===== src/sv/cylinder_closest_point_unit_assert.svh =====
// assertion macros for the cylinder closest point unit
`ifndef CYLINDER_CLOSEST_POINT_UNIT_ASSERT_SVH
`define CYLINDER_CLOSEST_POINT_UNIT_ASSERT_SVH

// same-cycle implication, disabled during reset
`define CCP_ASSERT_NOW(lbl, ante, cons) \
  lbl: assert property (@(posedge clk) disable iff (rst) (ante) |-> (cons)) \
    else $error("ccp assertion failed");

// next-cycle implication, disabled during reset
`define CCP_ASSERT_NEXT(lbl, ante, cons) \
  lbl: assert property (@(posedge clk) disable iff (rst) (ante) |=> (cons)) \
    else $error("ccp assertion failed");

`endif


===== src/sv/ccp_pkg.sv =====
// shared types, widths and helpers for the cylinder closest point unit
`default_nettype none
package ccp_pkg;

  localparam int COORD_WIDTH    = 32;
  localparam int REG_WIDTH      = COORD_WIDTH - 1;
  localparam int SQ_WIDTH       = 2 * COORD_WIDTH;
  localparam int SQRT_STAGES    = COORD_WIDTH;
  localparam int SQRT_REM_WIDTH = COORD_WIDTH + 2;
  localparam int NUM_WIDTH      = REG_WIDTH + COORD_WIDTH;
  localparam int DIV_STAGES     = REG_WIDTH;
  localparam int ADDR_WIDTH     = 3;
  localparam int DATA_WIDTH     = 32;

  localparam logic REG_RADIUS      = 1'b0;
  localparam logic REG_HALF_LENGTH = 1'b1;

  typedef struct packed {
    logic signed [COORD_WIDTH-1:0] probe_x;
    logic signed [COORD_WIDTH-1:0] probe_y;
    logic signed [COORD_WIDTH-1:0] probe_z;
  } probe_t;

  typedef struct packed {
    logic signed [COORD_WIDTH-1:0] near_x;
    logic signed [COORD_WIDTH-1:0] near_y;
    logic signed [COORD_WIDTH-1:0] near_z;
  } near_t;

  typedef struct packed {
    logic signed [COORD_WIDTH-1:0] near_x;
    logic signed [COORD_WIDTH-1:0] probe_y;
    logic signed [COORD_WIDTH-1:0] probe_z;
    logic                          proj;
    logic                          r_zero;
  } sel_t;

  function automatic logic [COORD_WIDTH-1:0] abs_mag(input logic signed [COORD_WIDTH-1:0] a);
    logic signed [COORD_WIDTH-1:0] n;
    n = -a;
    return a[COORD_WIDTH-1] ? COORD_WIDTH'(n) : COORD_WIDTH'(a);
  endfunction

endpackage
`default_nettype wire


===== src/sv/ccp_sqrt.sv =====
// pipelined integer square root, one result bit per stage
`default_nettype none
module ccp_sqrt (
  input  wire logic                          clk,
  input  wire logic                          rst,
  input  wire logic                          en,
  input  wire logic                          in_valid,
  input  wire logic [ccp_pkg::SQ_WIDTH-1:0]  radicand,
  output logic                               out_valid,
  output logic [ccp_pkg::COORD_WIDTH-1:0]    root
);
  import ccp_pkg::*;

  logic                      vld  [SQRT_STAGES];
  logic [SQRT_REM_WIDTH-1:0] rem  [SQRT_STAGES];
  logic [COORD_WIDTH-1:0]    rt   [SQRT_STAGES];
  logic [SQ_WIDTH-1:0]       rest [SQRT_STAGES];

  for (genvar i = 0; i < SQRT_STAGES; i++) begin : g_stage
    logic                        vld_p;
    logic [SQRT_REM_WIDTH-1:0]   rem_p;
    logic [COORD_WIDTH-1:0]      rt_p;
    logic [SQ_WIDTH-1:0]         rest_p;
    logic [SQRT_REM_WIDTH+1:0]   cur;
    logic [SQRT_REM_WIDTH+1:0]   trial;
    logic [SQRT_REM_WIDTH+1:0]   diff;
    logic                        ge;

    if (i == 0) begin : g_first
      assign vld_p  = in_valid;
      assign rem_p  = '0;
      assign rt_p   = '0;
      assign rest_p = radicand;
    end else begin : g_next
      assign vld_p  = vld[i-1];
      assign rem_p  = rem[i-1];
      assign rt_p   = rt[i-1];
      assign rest_p = rest[i-1];
    end

    always_comb begin
      cur   = {rem_p, rest_p[SQ_WIDTH-1 -: 2]};
      trial = {{(SQRT_REM_WIDTH-COORD_WIDTH){1'b0}}, rt_p, 2'b01};
      diff  = cur - trial;
      ge    = (cur >= trial);
    end

    always_ff @(posedge clk) begin
      if (rst) begin
        vld[i] <= 1'b0;
      end else if (en) begin
        vld[i] <= vld_p;
      end
      if (en) begin
        rem[i]  <= ge ? diff[SQRT_REM_WIDTH-1:0] : cur[SQRT_REM_WIDTH-1:0];
        rt[i]   <= {rt_p[COORD_WIDTH-2:0], ge};
        rest[i] <= {rest_p[SQ_WIDTH-3:0], 2'b00};
      end
    end
  end

  assign out_valid = vld[SQRT_STAGES-1];
  assign root      = rt[SQRT_STAGES-1];

endmodule
`default_nettype wire


===== config.mk =====
export PLATFORM = sky130hd
export DESIGN_NAME = ccp_sqrt
export DESIGN_NICKNAME = d
export VERILOG_FILES = /design/src/sv/cylinder_closest_point_unit_assert.svh /design/src/sv/ccp_pkg.sv /design/src/sv/ccp_sqrt.sv
export SDC_FILE = /design/constraint.sdc
export NUM_CORES = 2
export LEC_CHECK = 0
export ABC_AREA = 0
export BUFFER_PORTS_ARGS = -buffer_cell sky130_fd_sc_hd__buf_2
export CAP_MARGIN = 20
export CORE_MARGIN = 2
export CORE_UTILIZATION = 55
export DETAILED_ROUTE_END_ITERATION = 10
export HOLD_SLACK_MARGIN = 0.12
export PLACE_DENSITY = 0.71
export SLEW_MARGIN = 20
export SYNTH_ARGS = -nofsm -noshare
export SYNTH_HDL_FRONTEND = slang
export SYNTH_MEMORY_MAX_BITS = 65536
export SYNTH_SLANG_ARGS = --single-unit

===== constraint.sdc =====
create_clock -name clk -period 4 [get_ports clk]
set_input_delay 0.2 -clock clk [delete_from_list [all_inputs] [get_ports clk]]
set_output_delay 0.2 -clock clk [all_outputs]
set_load 0.01 [all_outputs]

==> Implementation_results.wiki <==
{| class="wikitable"
! Metric !! Value
|-
| Reg-to-reg setup timing slack || 0.26 ns
|-
| Routability Congestion || 0.8937
|-
| Overall global routing resource usage || 21.77%
|-
| Main combinational cell family by area after synthesis || simple AND/OR/NAND/NOR gates
|-
| Die Width || 468.0 um
|-
| Critical path start-end classification || reg -> reg
|-
| Max-cap violations || 0
|-
| Worst R2R Start || rt[13][0]
|-
| CTS Root Buffer Type || sky130_fd_sc_hd__clkbuf_16
|-
| Setup repair after global routing missed its margin || false
|-
| Maximum frequency from static timing analysis || 0.2673 GHz
|-
| Class of the tightest hold or removal check || reg -> reg
|-
| Non-filler instance count after layout || 12569
|-
| Post-layout worst setup margin || 0.2589 ns
|-
| Predominant post-synthesis flop cell || sky130_fd_sc_hd__edfxtp_1
|-
| Aggregate negative setup slack || 0 ns
|-
| Synth-to-layout area growth || 12.60%
|-
| Final global-route overflow total || 0
|-
| Port buffer count || 100
|-
| Total of flip-flops plus latches after synthesis || 2555
|-
| Via count of the first global-routing pass || 69692
|-
| Via count || 70912
|-
| HPWL after DPL || 171700 um
|-
| First-pass GRT wire length || 377700 um
|-
| Result of the run || complete, no violations
|-
| Largest fanout on the critical path || 25
|-
| Number of antenna violations at the first check in global routing || 1
|-
| CP arrival || 4.45 ns
|-
| Post-synth top area share || 64.78%
|-
| Category of the worst setup path launch point || flop
|-
| Die height || 468.0 um
|-
| Latest clock arrival within the worst-skew pair || 0.95 ns
|-
| Worst max-slew margin expressed relative to the limit || 28.64%
|-
| Drt wl/cell || 19.13 um
|-
| Pin count of the biggest net entering global routing || 152
|-
| Core Box Area || 214400 um^2
|-
| FFs w/ async S/R, synth || 0%
|-
| Initial DRC count || 5506
|-
| Synth Area in Adders || 5.938%
|-
| Number of primary I/O pins || 101
|-
| Placed cell area || 123200 um^2
|-
| Maximum count of clock buffers along a single path || 4
|-
| Final-report setup violation count || 0
|-
| Post-detailed-route DRC marker count || 0
|-
| Number of cell rows || 170
|-
| Initial core utilization || 55.24%
|-
| Top cells by area, synth || sky130_fd_sc_hd__edfxtp_1 (65%), sky130_fd_sc_hd__ha_1 (5.9%), sky130_fd_sc_hd__xor2_1 (3.3%)
|-
| Number of enable-type register cells in the synthesized netlist || 2555
|-
| Total Die Area || 219100 um^2
|-
| Nets@finish || 10175
|-
| Compound-gate portion of the synthesized area || 9.504%
|-
| Capture instance of the worst register-to-register path || rem[1][379]
|-
| Layout cells sized above 1 || 7.975%
|-
| Worst-margin pin slew || 1.070 ns
|-
| Hold path startpoint || rest[3][31]
|-
| Number of sinks handled by clock tree synthesis || 2555
|-
| Post-Syn Area per Cell || 13.05 um^2
|-
| Share of the clock period used by the worst path after layout || 93.53%
|-
| Placed cell count || 11960
|-
| Number of nets in the synthesized netlist || 9706
|-
| Post-Synth XOR/XNOR Area || 6.220%
|-
| Time the worst path needs with I/O delays and setup || 3.741 ns
|-
| Number of levels the H-tree was split into || 5
|-
| Sequential-to-total area share from yosys stat || 64.78%
|-
| End of the worst hold path || rest[3][95]
|-
| Number of max-slew violations in the final report || 0
|-
| LEAKAGE || 51.44 nW
|-
| CP endpoint kind || flop
|-
| Clock buffers created by TritonCTS || 285
|-
| Power per cell area || 569.1 nW/um^2
|-
| Clk slew on worst S/H paths || 0.06 ns
|-
| Worst slack at placement || 0.04100 ns
|-
| Skew final || 0.05724 ns
|-
| Final instance area || 133300 um^2
|-
| Library cell with the highest instance count after synthesis || sky130_fd_sc_hd__edfxtp_1
|-
| Required time of the critical path || 4.71 ns
|-
| Depth of the worst register-to-register path || 16
|-
| Top cells by instance count after synthesis || sky130_fd_sc_hd__edfxtp_1 (2555), sky130_fd_sc_hd__inv_1 (711), sky130_fd_sc_hd__a21oi_1 (607)
|-
| Worst VDD drop || 0.4923 mV
|-
| Antenna-violating nets left || 0
|-
| Multiplexer fraction of the synthesized cell area || 0.9065%
|-
| Cell taking the most area after synthesis || sky130_fd_sc_hd__edfxtp_1
|-
| Hold Crit Depth || 0
|-
| Hold violation total from the final report || 0
|-
| Cell variety after synth || 103
|-
| CTS tree || yes
|-
| WL final || 240500 um
|-
| Simple-gate share of the synthesized area || 9.720%
|-
| Synth warnings || 0
|-
| Gate Count Post-Synth || 9076
|-
| Total standard cell area after synthesis || 118400 um^2
|-
| 1st-pass router iterations || 5
|-
| Number of vias per cell || 5.642
|-
| Total Power || 75.88 mW
|}
routing by layer:
| layer | share of wire, % | track usage (%) |
|---|---|---|
| met1 | 43 | 28.39 |
| met2 | 50 | 37.66 |
| met3 | 4.1 | 3.166 |
| met4 | 2.9 | 6.757 |
| met5 | 0 | 0 |
power by group:
part,switching [mW],internal [mW],total (mW)
Sequential,2.24,33.8,36.0
Combinational,8.64,6.45,15.1
Clock,10.1,14.7,24.8
Total,20.9,55.0,75.9
cells by family (layout without fill, tap and decap cells):
group | Yosys count | count (layout)
flip-flops | 2555 | 2555
AND/OR/NAND/NOR | 2293 | 2293
AO/OA/AOI/OAI | 1819 | 1819
buffers and inverters | 908 | 1562
XOR/XNOR | 841 | 841
adder cells (fa/ha/maj) | 562 | 562
multiplexers | 97 | 97
other | 1 | 2
through the flow:
stage	utilization [%]	hold slack (ns)
floorplan	-	0.2989
global placement	57.46	0.3768
detailed placement	57.46	0.3781
CTS	62.18	0.3388
global route	62.19	0.4008
finish	62.19	0.3795
final cells by class:
type | count | area (um^2)
multi-input cells | 5613 | 38360
diodes | 1 | 2.502
inverters | 718 | 2695
flip-flops and latches | 2555 | 76720
clock inverters | 135 | 1345
fillers | 16114 | 81060
clock buffers | 337 | 7412
well taps | 2838 | 3551
repair buffers | 372 | 3256
cells in the final DEF (no fill, tap or decap), drive strengths merged, types with 28 or more instances in the layout:
cell         count
edfxtp        2555
inv            727
a21oi          607
ha             562
nand2          555
nor2           538
o21ai          448
xor2           441
xnor2          400
clkbuf         337
a21o           260
buf            238
nor3           229
nand3          145
dlygate4sd3    134
nor4           125
nand2b         114
o21a            99
or3             97
clkinv          93
nand4           92
nor2b           86
mux2            82
or4             61
and2            59
o31ai           53
and3            51
o21bai          47
or2             46
a31oi           43
a211oi          33
o211ai          28
critical path, stage by stage, from the launching register on:
cell and delay (ns):
sky130_fd_sc_hd__edfxtp_1 0.38, sky130_fd_sc_hd__inv_1 0.06, sky130_fd_sc_hd__ha_1 0.33, sky130_fd_sc_hd__nor2b_1 0.16, sky130_fd_sc_hd__o21ai_1 0.10, sky130_fd_sc_hd__a21oi_1 0.32, sky130_fd_sc_hd__nor2_1 0.13, sky130_fd_sc_hd__o41ai_1 0.40
sky130_fd_sc_hd__buf_4 0.20, sky130_fd_sc_hd__a21o_1 0.22, sky130_fd_sc_hd__a21o_1 0.19, sky130_fd_sc_hd__a21oi_2 0.19, sky130_fd_sc_hd__inv_2 0.13, sky130_fd_sc_hd__buf_12 0.17, sky130_fd_sc_hd__buf_4 0.23, sky130_fd_sc_hd__nor2_1 0.06
sky130_fd_sc_hd__a21oi_1 0.23
what timing repair did:
item	4_1_cts	5_1_grt
setup buffers	0	2
resized for setup	1	3
hold endpoints to repair	365	0
endpoints found under the setup margin	1	6
pin swaps	0	1
hold buffers	134	0
worst max path at each step:
stage / startpoint / end / cells after the start
global route: rt[13][0] / rem[1][381] / 16
detailed placement: rt[13][0] / rem[1][381] / 15
floorplan: rem[1][442] / rem[1][487] / 11
global placement: rt[13][0] / rem[1][381] / 15
CTS: rem[1][306] / rem[1][373] / 12
finish: rt[13][0] / rem[1][379] / 16
flip-flops by register name, summed over array words and instances (netlist names):
| name | flops |
|---|---|
| rest | 992 |
| rem | 1003 |
| vld | 32 |
| rt | 528 |
(Power assumes the default switching activity.)
